`src/design/lcd4_pkg.sv`:
```
package lcd4_pkg;

   // Defaults for the geometry of the panel.
   localparam int DEF_LINE_WIDTH = 16;
   localparam int DEF_LINE_COUNT = 2;

   // Request codes.
   typedef enum logic [2:0] {
      OP_INIT      = 3'd0,
      OP_CLEAR     = 3'd1,
      OP_START     = 3'd2,
      OP_TEXT_CHAR = 3'd3,
      OP_RAW_CHAR  = 3'd4,
      OP_LIGHT     = 3'd5
   } opcode_type;

   // What sort of step sequence the datapath is playing out.
   typedef enum logic [1:0] {
      KIND_INIT  = 2'd0,
      KIND_BYTE  = 2'd1,
      KIND_LIGHT = 2'd2
   } kind_type;

   typedef enum logic {
      ST_IDLE = 1'b0,
      ST_RUN  = 1'b1
   } state_type;

   // Panel command bytes and nibbles.
   localparam logic [7:0] CMD_SET_DDRAM   = 8'h80;
   localparam logic [6:0] DDRAM_ADDR_MASK = 7'h7f;
   localparam logic [6:0] ROW1_OFFSET     = 7'h40;
   localparam logic [3:0] NIB_WAKE        = 4'h3;
   localparam logic [3:0] NIB_FOUR_BIT    = 4'h2;
   localparam logic [7:0] CMD_CLEAR       = 8'h01;
   localparam logic [7:0] CMD_FUNC_SET    = 8'h28;
   localparam logic [7:0] CMD_DISP_OFF    = 8'h08;
   localparam logic [7:0] CMD_ENTRY_MODE  = 8'h06;
   localparam logic [7:0] CMD_DISP_ON     = 8'h0C;

   localparam logic [4:0] WAIT_POWER_UP   = 5'd16;
   localparam logic [4:0] WAIT_FIRST_WAKE = 5'd5;
   localparam logic [4:0] WAIT_WAKE       = 5'd1;
   localparam logic [4:0] WAIT_CLEAR      = 5'd2;
   localparam logic [4:0] WAIT_NONE       = 5'd0;

   // Index of the final step of each sequence.
   localparam logic [3:0] INIT_LAST_STEP  = 4'd14;
   localparam logic [3:0] BYTE_LAST_STEP  = 4'd1;
   localparam logic [3:0] LIGHT_LAST_STEP = 4'd0;

   typedef struct packed {
      logic [3:0] nibble;
      logic       strobe;
      logic [4:0] wait_ms;
   } step_type;

   // Commands from the controller to the datapath.
   typedef struct packed {
      logic take_req;
      logic emit_step;
   } cmd_type;

   // Status from the datapath to the controller.
   typedef struct packed {
      logic has_steps;
      logic final_step;
      logic slot_free;
   } stat_type;

   // Power-on sequence of the panel, one entry per pin step.
   function automatic step_type init_step(input logic [3:0] idx);
      step_type s;
      s.strobe  = 1'b1;
      s.wait_ms = WAIT_NONE;
      s.nibble  = 4'h0;
      unique case (idx)
         4'd0: begin
            s.strobe  = 1'b0;
            s.wait_ms = WAIT_POWER_UP;
         end
         4'd1: begin
            s.nibble  = NIB_WAKE;
            s.wait_ms = WAIT_FIRST_WAKE;
         end
         4'd2, 4'd3: begin
            s.nibble  = NIB_WAKE;
            s.wait_ms = WAIT_WAKE;
         end
         4'd4: begin
            s.nibble  = NIB_FOUR_BIT;
            s.wait_ms = WAIT_WAKE;
         end
         4'd5:  s.nibble = CMD_FUNC_SET[7:4];
         4'd6:  s.nibble = CMD_FUNC_SET[3:0];
         4'd7:  s.nibble = CMD_DISP_OFF[7:4];
         4'd8:  s.nibble = CMD_DISP_OFF[3:0];
         4'd9:  s.nibble = CMD_CLEAR[7:4];
         4'd10: begin
            s.nibble  = CMD_CLEAR[3:0];
            s.wait_ms = WAIT_CLEAR;
         end
         4'd11: s.nibble = CMD_ENTRY_MODE[7:4];
         4'd12: s.nibble = CMD_ENTRY_MODE[3:0];
         4'd13: s.nibble = CMD_DISP_ON[7:4];
         4'd14: s.nibble = CMD_DISP_ON[3:0];
         default: begin
            s.strobe = 1'b0;
         end
      endcase
      return s;
   endfunction

endpackage

```
`src/design/lcd4_req_if.sv`:
```
interface lcd4_req_if;
   logic              valid;
   logic              ready;
   logic [2:0]        opcode;
   logic signed [7:0] column;
   logic signed [7:0] row;
   logic [7:0]        char_code;
   logic              backlight_on;

   modport source (output valid, opcode, column, row, char_code, backlight_on,
                   input ready);
   modport sink (input valid, opcode, column, row, char_code, backlight_on,
                 output ready);
endinterface

```
`src/design/lcd4_rsp_if.sv`:
```
interface lcd4_rsp_if;
   logic       valid;
   logic       ready;
   logic [3:0] nibble;
   logic       reg_select;
   logic       read_write;
   logic       backlight;
   logic       strobe_res;
   logic [4:0] wait_after_ms;
   logic       last;

   modport source (output valid, nibble, reg_select, read_write, backlight,
                   strobe_res, wait_after_ms, last, input ready);
   modport sink (input valid, nibble, reg_select, read_write, backlight,
                 strobe_res, wait_after_ms, last, output ready);
endinterface

```
`src/design/lcd4_controller.sv`:
```
module lcd4_controller import lcd4_pkg::*; (
   input  logic     clock,
   input  logic     reset,
   input  logic     req_valid,
   output logic     req_ready,
   input  stat_type stat,
   output cmd_type  cmd
);

   state_type state_ff, state_in;

   always_ff @(posedge clock) begin
      if (reset) begin
         state_ff <= ST_IDLE;
      end else begin
         state_ff <= state_in;
      end
   end

   always_comb begin
      state_in      = state_ff;
      req_ready     = 1'b0;
      cmd.take_req  = 1'b0;
      cmd.emit_step = 1'b0;
      unique case (state_ff)
         ST_IDLE: begin
            req_ready    = 1'b1;
            cmd.take_req = req_valid;
            if (req_valid && stat.has_steps) begin
               state_in = ST_RUN;
            end
         end
         ST_RUN: begin
            cmd.emit_step = stat.slot_free;
            if (stat.slot_free && stat.final_step) begin
               state_in = ST_IDLE;
            end
         end
         default: begin
            state_in = ST_IDLE;
         end
      endcase
   end

endmodule

```
`src/design/lcd4_datapath.sv`:
```
module lcd4_datapath import lcd4_pkg::*; #(
   parameter int LINE_WIDTH = DEF_LINE_WIDTH,
   parameter int LINE_COUNT = DEF_LINE_COUNT
) (
   input  logic              clock,
   input  logic              reset,
   input  logic [2:0]        req_opcode,
   input  logic signed [7:0] req_column,
   input  logic signed [7:0] req_row,
   input  logic [7:0]        req_char_code,
   input  logic              req_backlight_on,
   input  cmd_type           cmd,
   output stat_type          stat,
   input  logic              rsp_ready,
   output logic              rsp_valid,
   output logic [3:0]        rsp_nibble,
   output logic              rsp_reg_select,
   output logic              rsp_read_write,
   output logic              rsp_backlight,
   output logic              rsp_strobe_res,
   output logic [4:0]        rsp_wait_after_ms,
   output logic              rsp_last
);

   localparam int CL_W = $clog2(LINE_WIDTH + 1);

   // Persistent state of the driver.
   logic            light_ff, light_in;
   logic [CL_W-1:0] cols_ff, cols_in;

   // Current sequence.
   kind_type   kind_ff, kind_in;
   logic [7:0] byte_ff, byte_in;
   logic       rs_ff, rs_in;
   logic [4:0] wait_ff, wait_in;
   logic [3:0] step_ff;
   logic [3:0] last_idx_ff, last_idx_in;
   logic       has_steps;

   // Output register.
   logic       rsp_valid_ff;
   logic [3:0] nibble_ff;
   logic       rs_out_ff;
   logic       light_out_ff;
   logic       strobe_ff;
   logic [4:0] wait_out_ff;
   logic       last_ff;

   logic       col_ok, row_ok;
   logic [6:0] addr;
   step_type   rom_step, cur_step;
   logic       cur_rs;

   assign col_ok = !req_column[7] && (req_column[6:0] < 7'(LINE_WIDTH));
   assign row_ok = !req_row[7] && (req_row[6:0] < 7'(LINE_COUNT));
   assign addr   = (req_row[0] ? ROW1_OFFSET : 7'h00) + req_column[6:0];

   // Decode of the request presented on the input channel.
   always_comb begin
      kind_in     = KIND_BYTE;
      byte_in     = req_char_code;
      rs_in       = 1'b1;
      wait_in     = WAIT_NONE;
      last_idx_in = BYTE_LAST_STEP;
      has_steps   = 1'b0;
      cols_in     = cols_ff;
      light_in    = light_ff;
      unique case (opcode_type'(req_opcode))
         OP_INIT: begin
            kind_in     = KIND_INIT;
            rs_in       = 1'b0;
            last_idx_in = INIT_LAST_STEP;
            has_steps   = 1'b1;
         end
         OP_CLEAR: begin
            byte_in   = CMD_CLEAR;
            rs_in     = 1'b0;
            wait_in   = WAIT_CLEAR;
            has_steps = 1'b1;
         end
         OP_START: begin
            rs_in   = 1'b0;
            byte_in = CMD_SET_DDRAM | {1'b0, addr & DDRAM_ADDR_MASK};
            if (col_ok && row_ok) begin
               has_steps = 1'b1;
               cols_in   = CL_W'(LINE_WIDTH) - CL_W'(req_column[6:0]);
            end else begin
               cols_in = '0;
            end
         end
         OP_TEXT_CHAR: begin
            if (req_char_code == 8'h00) begin
               cols_in = '0;
            end else if (cols_ff != '0) begin
               cols_in   = cols_ff - CL_W'(1);
               has_steps = 1'b1;
            end
         end
         OP_RAW_CHAR: begin
            has_steps = 1'b1;
         end
         OP_LIGHT: begin
            kind_in     = KIND_LIGHT;
            rs_in       = 1'b0;
            last_idx_in = LIGHT_LAST_STEP;
            light_in    = req_backlight_on;
            has_steps   = 1'b1;
         end
         default: begin
            has_steps = 1'b0;
         end
      endcase
   end

   // Pin step for the current step index.
   assign rom_step = init_step(step_ff);

   always_comb begin
      cur_step = rom_step;
      cur_rs   = 1'b0;
      case (kind_ff)
         KIND_INIT: begin
            cur_step = rom_step;
         end
         KIND_BYTE: begin
            cur_rs          = rs_ff;
            cur_step.strobe = 1'b1;
            if (step_ff[0]) begin
               cur_step.nibble  = byte_ff[3:0];
               cur_step.wait_ms = wait_ff;
            end else begin
               cur_step.nibble  = byte_ff[7:4];
               cur_step.wait_ms = WAIT_NONE;
            end
         end
         default: begin
            cur_step.nibble  = 4'h0;
            cur_step.strobe  = 1'b0;
            cur_step.wait_ms = WAIT_NONE;
         end
      endcase
   end

   assign stat.has_steps  = has_steps;
   assign stat.final_step = (step_ff == last_idx_ff);
   assign stat.slot_free  = !rsp_valid_ff || rsp_ready;

   always_ff @(posedge clock) begin
      if (reset) begin
         light_ff     <= 1'b0;
         cols_ff      <= '0;
         rsp_valid_ff <= 1'b0;
      end else begin
         if (cmd.take_req) begin
            light_ff <= light_in;
            cols_ff  <= cols_in;
         end
         if (cmd.emit_step) begin
            rsp_valid_ff <= 1'b1;
         end else if (rsp_ready) begin
            rsp_valid_ff <= 1'b0;
         end
      end
   end

   always_ff @(posedge clock) begin
      if (cmd.take_req) begin
         kind_ff     <= kind_in;
         byte_ff     <= byte_in;
         rs_ff       <= rs_in;
         wait_ff     <= wait_in;
         last_idx_ff <= last_idx_in;
         step_ff     <= 4'd0;
      end else if (cmd.emit_step) begin
         step_ff <= step_ff + 4'd1;
      end
      if (cmd.emit_step) begin
         nibble_ff    <= cur_step.nibble;
         rs_out_ff    <= cur_rs;
         light_out_ff <= light_ff;
         strobe_ff    <= cur_step.strobe;
         wait_out_ff  <= cur_step.wait_ms;
         last_ff      <= stat.final_step;
      end
   end

   assign rsp_valid         = rsp_valid_ff;
   assign rsp_nibble        = nibble_ff;
   assign rsp_reg_select    = rs_out_ff;
   assign rsp_read_write    = 1'b0;
   assign rsp_backlight     = light_out_ff;
   assign rsp_strobe_res    = strobe_ff;
   assign rsp_wait_after_ms = wait_out_ff;
   assign rsp_last          = last_ff;

endmodule

```
`src/design/char_lcd_4bit_interface.sv`:
```
// Character LCD driver for a panel wired on a 4-bit data bus.
// The req_chan channel takes one request per transfer: initialise, clear,
// start text at a column and row, a text character, a raw character or a
// backlight level. The rsp_chan channel gives one pin step per transfer:
// the nibble for DB7..DB4, RS, RW, the backlight level, whether enable is
// to be pulsed, and how many milliseconds a downstream timer must wait
// afterwards. The final step of a request carries last.
// A request is taken in the idle state; its steps follow at one per cycle
// from the step counter in the datapath while the receiver keeps the output
// register free: the whole power-on table for initialisation, two nibbles
// for a byte and one step for a backlight change. The first step is loaded
// once the controller has entered its run state. A request that causes no
// steps (a rejected start of text, a dropped or terminating text character,
// an unused code) leaves the controller idle. A new request is taken while
// the final step still waits in the output register.
// When the receiver stalls, the output register holds its step and the
// sequence pauses until the transfer completes. Reset switches the
// backlight off and leaves no columns free for text.
module char_lcd_4bit_interface import lcd4_pkg::*; #(
   parameter int LINE_WIDTH = DEF_LINE_WIDTH,
   parameter int LINE_COUNT = DEF_LINE_COUNT
) (
   input logic        clock,
   input logic        reset,
   lcd4_req_if.sink   req_chan,
   lcd4_rsp_if.source rsp_chan
);

   cmd_type  cmd;
   stat_type stat;

   // The controller sequences requests; it only sees the handshake and the
   // status word from the datapath.
   lcd4_controller u_controller (
      .clock     (clock),
      .reset     (reset),
      .req_valid (req_chan.valid),
      .req_ready (req_chan.ready),
      .stat      (stat),
      .cmd       (cmd)
   );

   // The datapath decodes requests, holds the text and backlight state and
   // builds each pin step into the output register.
   lcd4_datapath #(
      .LINE_WIDTH (LINE_WIDTH),
      .LINE_COUNT (LINE_COUNT)
   ) u_datapath (
      .clock             (clock),
      .reset             (reset),
      .req_opcode        (req_chan.opcode),
      .req_column        (req_chan.column),
      .req_row           (req_chan.row),
      .req_char_code     (req_chan.char_code),
      .req_backlight_on  (req_chan.backlight_on),
      .cmd               (cmd),
      .stat              (stat),
      .rsp_ready         (rsp_chan.ready),
      .rsp_valid         (rsp_chan.valid),
      .rsp_nibble        (rsp_chan.nibble),
      .rsp_reg_select    (rsp_chan.reg_select),
      .rsp_read_write    (rsp_chan.read_write),
      .rsp_backlight     (rsp_chan.backlight),
      .rsp_strobe_res    (rsp_chan.strobe_res),
      .rsp_wait_after_ms (rsp_chan.wait_after_ms),
      .rsp_last          (rsp_chan.last)
   );

   // A step is never loaded over a result that has not yet been transferred.
   assert property (@(posedge clock) disable iff (reset)
      cmd.emit_step |-> (!rsp_chan.valid || rsp_chan.ready))
      else $error("step loaded over a pending result");

   // Taking a request and emitting a step never happen in the same cycle.
   assert property (@(posedge clock) disable iff (reset)
      !(cmd.take_req && cmd.emit_step))
      else $error("request taken while a sequence is running");

   // A request without steps leaves the block ready in the next cycle.
   assert property (@(posedge clock) disable iff (reset)
      (cmd.take_req && !stat.has_steps) |=> req_chan.ready)
      else $error("empty request did not return to idle");

   // The final step of a sequence is presented with last set.
   assert property (@(posedge clock) disable iff (reset)
      (cmd.emit_step && stat.final_step) |=> (rsp_chan.valid && rsp_chan.last))
      else $error("final step presented without last");

endmodule
```
`src/flat_wrapper.sv`:
```
// flat-port wrapper written by rule: the top's interface ports become plain ports
module char_lcd_4bit_interface_flat import lcd4_pkg::*;
#(
   parameter int LINE_WIDTH = DEF_LINE_WIDTH,
   parameter int LINE_COUNT = DEF_LINE_COUNT
)
  (clock, reset, req_chan_valid, req_chan_opcode, req_chan_column, req_chan_row, req_chan_char_code, req_chan_backlight_on, req_chan_ready, rsp_chan_valid, rsp_chan_nibble, rsp_chan_reg_select, rsp_chan_read_write, rsp_chan_backlight, rsp_chan_strobe_res, rsp_chan_wait_after_ms, rsp_chan_last, rsp_chan_ready);
  lcd4_req_if req_chan_i ();
  lcd4_rsp_if rsp_chan_i ();
  input logic clock;
  input logic reset;
  input wire logic [$bits(req_chan_i.valid)-1:0] req_chan_valid;
  input wire logic [$bits(req_chan_i.opcode)-1:0] req_chan_opcode;
  input wire logic [$bits(req_chan_i.column)-1:0] req_chan_column;
  input wire logic [$bits(req_chan_i.row)-1:0] req_chan_row;
  input wire logic [$bits(req_chan_i.char_code)-1:0] req_chan_char_code;
  input wire logic [$bits(req_chan_i.backlight_on)-1:0] req_chan_backlight_on;
  output wire logic [$bits(req_chan_i.ready)-1:0] req_chan_ready;
  output wire logic [$bits(rsp_chan_i.valid)-1:0] rsp_chan_valid;
  output wire logic [$bits(rsp_chan_i.nibble)-1:0] rsp_chan_nibble;
  output wire logic [$bits(rsp_chan_i.reg_select)-1:0] rsp_chan_reg_select;
  output wire logic [$bits(rsp_chan_i.read_write)-1:0] rsp_chan_read_write;
  output wire logic [$bits(rsp_chan_i.backlight)-1:0] rsp_chan_backlight;
  output wire logic [$bits(rsp_chan_i.strobe_res)-1:0] rsp_chan_strobe_res;
  output wire logic [$bits(rsp_chan_i.wait_after_ms)-1:0] rsp_chan_wait_after_ms;
  output wire logic [$bits(rsp_chan_i.last)-1:0] rsp_chan_last;
  input wire logic [$bits(rsp_chan_i.ready)-1:0] rsp_chan_ready;
  assign req_chan_i.valid = req_chan_valid;
  assign req_chan_i.opcode = req_chan_opcode;
  assign req_chan_i.column = req_chan_column;
  assign req_chan_i.row = req_chan_row;
  assign req_chan_i.char_code = req_chan_char_code;
  assign req_chan_i.backlight_on = req_chan_backlight_on;
  assign req_chan_ready = req_chan_i.ready;
  assign rsp_chan_valid = rsp_chan_i.valid;
  assign rsp_chan_nibble = rsp_chan_i.nibble;
  assign rsp_chan_reg_select = rsp_chan_i.reg_select;
  assign rsp_chan_read_write = rsp_chan_i.read_write;
  assign rsp_chan_backlight = rsp_chan_i.backlight;
  assign rsp_chan_strobe_res = rsp_chan_i.strobe_res;
  assign rsp_chan_wait_after_ms = rsp_chan_i.wait_after_ms;
  assign rsp_chan_last = rsp_chan_i.last;
  assign rsp_chan_i.ready = rsp_chan_ready;
  char_lcd_4bit_interface #(.LINE_WIDTH(LINE_WIDTH), .LINE_COUNT(LINE_COUNT)) u_core (.clock(clock), .reset(reset), .req_chan(req_chan_i), .rsp_chan(rsp_chan_i));
endmodule
```
`config.mk`:
```
export PLATFORM = sky130hd
export DESIGN_NAME = char_lcd_4bit_interface_flat
export DESIGN_NICKNAME = d
export VERILOG_FILES = /design/src/design/lcd4_pkg.sv /design/src/design/lcd4_req_if.sv /design/src/design/lcd4_rsp_if.sv /design/src/design/lcd4_controller.sv /design/src/design/lcd4_datapath.sv /design/src/design/char_lcd_4bit_interface.sv /design/src/flat_wrapper.sv
export SDC_FILE = /design/constraint.sdc
export NUM_CORES = 1
export LEC_CHECK = 0
export CAP_MARGIN = 20
export CORE_MARGIN = 1.5
export CORE_UTILIZATION = 30
export DETAILED_ROUTE_END_ITERATION = 12
export DONT_BUFFER_PORTS = 1
export PLACE_DENSITY = 0.45
export SLEW_MARGIN = 30
export SYNTH_ARGS = -nofsm -noshare
export SYNTH_HDL_FRONTEND = slang
export SYNTH_HIERARCHICAL = 1
export SYNTH_SLANG_ARGS = --single-unit
```
`constraint.sdc`:
```
create_clock -name clock -period 4 [get_ports clock]
set_input_delay 0.4 -clock clock [delete_from_list [all_inputs] [get_ports clock]]
set_output_delay 0.4 -clock clock [all_outputs]
set_load 0.01 [all_outputs]
```
Word level (Yosys, flattened, before mapping) --
Cells that the tools add are included.
Word-level totals: register bits 45, output and inout port bits 16, word-level logic and storage cells 98
Operators by class: add/subtract/negate cells 4, $lt $le $gt $ge 2, equality and inequality tests 22, multiplexer cells 28, bitwise logic cells 1, reduce and logical (&&, ||, !) cells 25
Operators with widths (count):
- 4-bit equality test, second input constant | 7
- 4-bit case mux with 6 select lines | 1
- 5-bit two-way mux | 4
- 10-bit case mux with 2 select lines | 1
- 5-bit case mux with 4 select lines | 1
- 4-bit by 3-bit equality test with 1-bit output, second input constant | 4
- 8-bit case mux with 2 select lines | 1
- 14-bit OR reduction | 1
- 1-bit two-way mux | 12
- 5-bit case mux with 2 select lines | 1
- 4-bit by 2-bit equality test with 1-bit output, second input constant | 2
- 8-bit logical NOT | 1
- 4-bit case mux with 2 select lines | 1
- 4-bit OR reduction | 2
- 7-bit adder | 1
- 7-bit by 2-bit < comparator with 1-bit output, second input constant | 1
- 7-bit by 5-bit < comparator with 1-bit output, second input constant | 1
- 7-bit two-way mux | 1
- 3-bit by 2-bit equality test with 1-bit output, second input constant | 2
- 3-bit equality test, second input constant | 2
- 3-bit OR reduction | 2
- 1-bit logical AND | 5
- 5-bit nonzero test | 1
- 5-bit by 1-bit subtractor with 5-bit output, second input constant | 1
- other kinds (22) | 26

Logic depth before layout (Yosys ltp) --
word-level depth 8, mapped depth 7, gate-level depth less buffers 6

Modules after synthesis --
The synthesis kept the hierarchy.
By module, submodules not included:
- lcd4_datapath | times used 1, cells an instance 198, area an instance 2013.2 um^2, seq. area each 970.9 um^2
- lcd4_controller | times used 1, cells an instance 6, area an instance 53.8 um^2, seq. area each 20.0 um^2

Worst setup path after synthesis --
OpenSTA, ideal clock, no wires.
path type reg2reg, from register u_core.u_datapath.step_ff[0], to register u_core.u_datapath.nibble_ff[2] (netlist: u_core/u_datapath/rsp_nibble[2]), data pin, arrival 1561 ps, data required time 3724 ps, setup slack 2163 ps, cell stages (with the launch flop) 7, cell sequence dfxtp_1 > clkbuf_1 > inv_1 > ha_1 > or2_2 > a31oi_1 > a211oi_1
RTL lines:
- start: declaration | RTL line lcd4_datapath.sv:36 | logic [3:0] step_ff;
- start signal: assignment | RTL line lcd4_datapath.sv:175 | step_ff <= step_ff + 4'd1;
- end signal: assignment | RTL line lcd4_datapath.sv:178 | nibble_ff <= cur_step.nibble;
- end: declaration | RTL line lcd4_datapath.sv:42 | logic [3:0] nibble_ff;

==> flow_summary.toml <==
[run_status]
status = "complete, no violations"

[die]
ios = 48
rows = 30
initial_utilization = 0.308
die_area_um2 = 7400
dieHeight_um = 86.0
coreArea_um2 = 6720
die_w_um = 86.0

[cells_and_area]
layout.nets = 237
drive_gt1_frac = 0.0800
final-instance-count-excl-fill = 280
fin_util = 0.326
area_growth_pct = 5.81
antennaDiodeCount = 0

[critical_path]
r2r-end = "u_core/u_datapath/cols_ff[2]$_SDFFE_PP0P_"
reg2reg_from = "u_core/u_controller/state_ff$_SDFF_PP0_"
worst_r2r_path_depth = 4
path_depth = 4
path_buf_inv = 0
cp-endpoint = "u_core/u_datapath/cols_ff[2]$_SDFFE_PP0P_"
cp_data_arrival_time_ns = 2.09
crit_family = "simple AND/OR/NAND/NOR gates"
crit_required_ns = 4.20
slowest_stage = "nor3b_1"
crit_path_end_kind = "register"
cp-startpoint = "u_core/u_controller/state_ff$_SDFF_PP0_"
rrSetupSlack_ns = 2.10
start_kind = "register"
crit_fanout = 21
setup.worst_path.class = "reg2reg"
path_cells = "and2b_2 > nor3b_1 > nand2_1 > o32ai_1"
slowest_delay_ns = 0.59

[worst_hold_path]
whs_path_depth = 1
min_path_type = "in2reg"

[grt]
grtUsageTotal = 0.123
grt_max_degree = 22
top_usage_layer = "met2"
grt_pass1_wl_mm = 7.09
grt.met2_usage = 0.203
grt_pass1_vias = 1407
grt.overflow.total = 0
antenna_found_initial = 0
grtUsageMet3 = 0.0375
grtUsageMet1 = 0.154

[synthesis]
synth_top_area_cell = "edfxtp_1"
yosys.cell_types.count = 50
avgSynthCellArea_um2 = 10.1
synth-edff-count = 25
synth-main-ff-cell = "edfxtp_1"
yosys_warnings = 6
ys_seq_area_frac = 0.479
yosysTopAreaCellShare = 0.363
synthTopCellsByArea = "edfxtp_1 36%, dfxtp_1 12%, a22oi_1 3.6%"
synth_seq_cells = 37
syn-cell-area_um2 = 2070
async_reset_ff_frac = 0
postSynthCellCount = 204

[timing]
whs_ns = 0.170
fin_crit_ns = 1.90
post-route-period-util = 0.474
grt_setup_unrepaired = "no"
hold_viol = 0
fmax_mhz = 528
finClkSkew_ns = 0.00953
tightestPinTransition_ns = 0.624
slew_headroom = 0.583
setup_viol = 0
setup_tns_ns = 0
drv_slew = 0

[placement]
dp.cells = 272
io_buffers = 0
routabilityCongestion = 0.797
hpwl_mm = 3.15

[clock_network]
cts_setup_buffers = 0
clkSinkCount = 37
cts_made_buffers = 5
htreeDepth = 2
hold_buffers = 0
clk_pin_slew_ns = 0.07
cts_tree = "done"
root_buffer = "clkbuf_8"
cts.path.max_buffers = 2
post_cts_resized = 0
clk_latency_ns = 0.29

[drt]
antenna_left = 0
drtIter0Drc = 65
wl_per_cell_um = 15.4
route.detailed.drc = 0
via_per_inst = 5.19
first_pass_iters = 4
wirelength_mm = 4.31
num_vias = 1454

[run]
drv_cap = 0

[power_and_ir_drop]
p_leak_nw = 0.754
ir_drop_v = 0.000116
totalPowerFinal_mw = 0.844
powerDensity_nw_per_um2 = 386
## Yosys cell counts, types with 2 or more instances
cell      count
a211oi_1      7
buf_4         3
inv_1        13
nand4_1       3
dfxtp_1      12
or3_1         2
a22oi_1      10
nand3b_1      2
and3b_1       2
nor2b_1       2
o21bai_1      3
ha_1          6
and3_1        2
nor3b_1       4
a221oi_1      2
nand2b_1      3
edfxtp_1     25
a31oi_1       2
xnor2_1       3
o21ai_0       8
xor2_1        6
mux2i_1       5
nor2_1       17
buf_1         2
nand2_1      11
nor4_1        3
nor3_1        5
a21oi_1      14
clkbuf_1      5
buf_6         2
## per-stage QoR
| stage | worst slack, ns | area, µm² |
|---|---|---|
| after floorplan | 2.16 | 2070 |
| after global placement | 2.04 | 2090 |
| after detailed placement | 1.98 | 2090 |
| after CTS | 2.06 | 2190 |
| after global routing | 1.88 | 2190 |
| final | 2.10 | 2190 |
## cell type report
cell class              count  area [µm²]
fillers                   672        4530
flip-flops and latches     37         991
well taps                  80         100
multi-input cells         142         955
inverters                  13        48.8
clock inverters             1        6.26
clock buffers               7        86.3
## placed cells by master (no fill, tap or decap), drive strengths merged, types with 3 or more instances in the layout
cell	Yosys	routed
a211oi	7	7
o21bai	3	3
inv	13	14
nor2	17	17
nand4	3	3
ha	6	6
nor3	5	5
nor4	3	3
xnor2	3	3
dfxtp	12	12
a22oi	10	10
nand2b	3	3
nor3b	4	4
xor2	6	6
clkbuf	5	7
nand2	11	11
o21ai	8	8
a21oi	14	14
mux2i	5	5
edfxtp	25	25
## worst register-to-register path, stage by stage, from the launching register on
cell	delay (ns)
dfxtp_1	0.34
and2b_2	0.49
nor3b_1	0.59
nand2_1	0.10
o32ai_1	0.28
## power by group
group          internal, mW  switching [mW]  total [mW]
Clock                 0.140           0.128       0.268
Combinational        0.0503          0.0619       0.112
Sequential            0.439          0.0245       0.464
## cell families (layout without fill, tap and decap cells)
kind of cell | Yosys count | count (layout) | share of synthesized area
adders and majority gates | 6 | 6 | 0.0363
buffers and inverters | 26 | 21 | 0.0605
xor gates and xnor gates | 9 | 9 | 0.0381
DFF | 37 | 37 | 0.479
AOI/OAI and AO/OA | 53 | 53 | 0.171
and+or+nand+nor | 66 | 66 | 0.183
muxes | 6 | 6 | 0.0297
other | 1 | 2 | 0.00181
## state kept, by name, indices dropped and copies added, names as in the netlist, 2 cells and up
name and cells:
u_core/u_datapath/byte_ff 8, u_core/u_datapath/cols_ff 5, u_core/u_datapath/kind_ff 2, u_core/u_datapath/rsp_nibble 4, u_core/u_datapath/rsp_wait_after_ms 4, u_core/u_datapath/step_ff 4
## how the worst min path moves through the flow
| stage | to | slack, ns | start |
|---|---|---|---|
| 2_1_floorplan | u_core/u_datapath/rsp_backlight$_DFFE_PP_ | 0.41 | u_core/u_datapath/light_ff$_SDFFE_PP0P_ |
| 5_1_grt | u_core/u_datapath/cols_ff[4]$_SDFFE_PP0P_ | 0.15 | reset |
| 3_5_place_dp | u_core/u_datapath/rsp_backlight$_DFFE_PP_ | 0.42 | u_core/u_datapath/light_ff$_SDFFE_PP0P_ |
| 6_report | u_core/u_datapath/rsp_valid$_SDFFE_PP0P_ | 0.17 | reset |
| 3_3_place_gp | u_core/u_datapath/rsp_backlight$_DFFE_PP_ | 0.42 | u_core/u_datapath/light_ff$_SDFFE_PP0P_ |
| 4_1_cts | u_core/u_datapath/light_ff$_SDFFE_PP0P_ | 0.15 | reset |
## layer usage
metal,vias up,part of all wire
met4,0,0.014
met5,-,0
met3,7,0.060
met2,55,0.47
met1,653,0.46
li1,739,-
No activity file was read; power rests on OpenSTA's default activity.
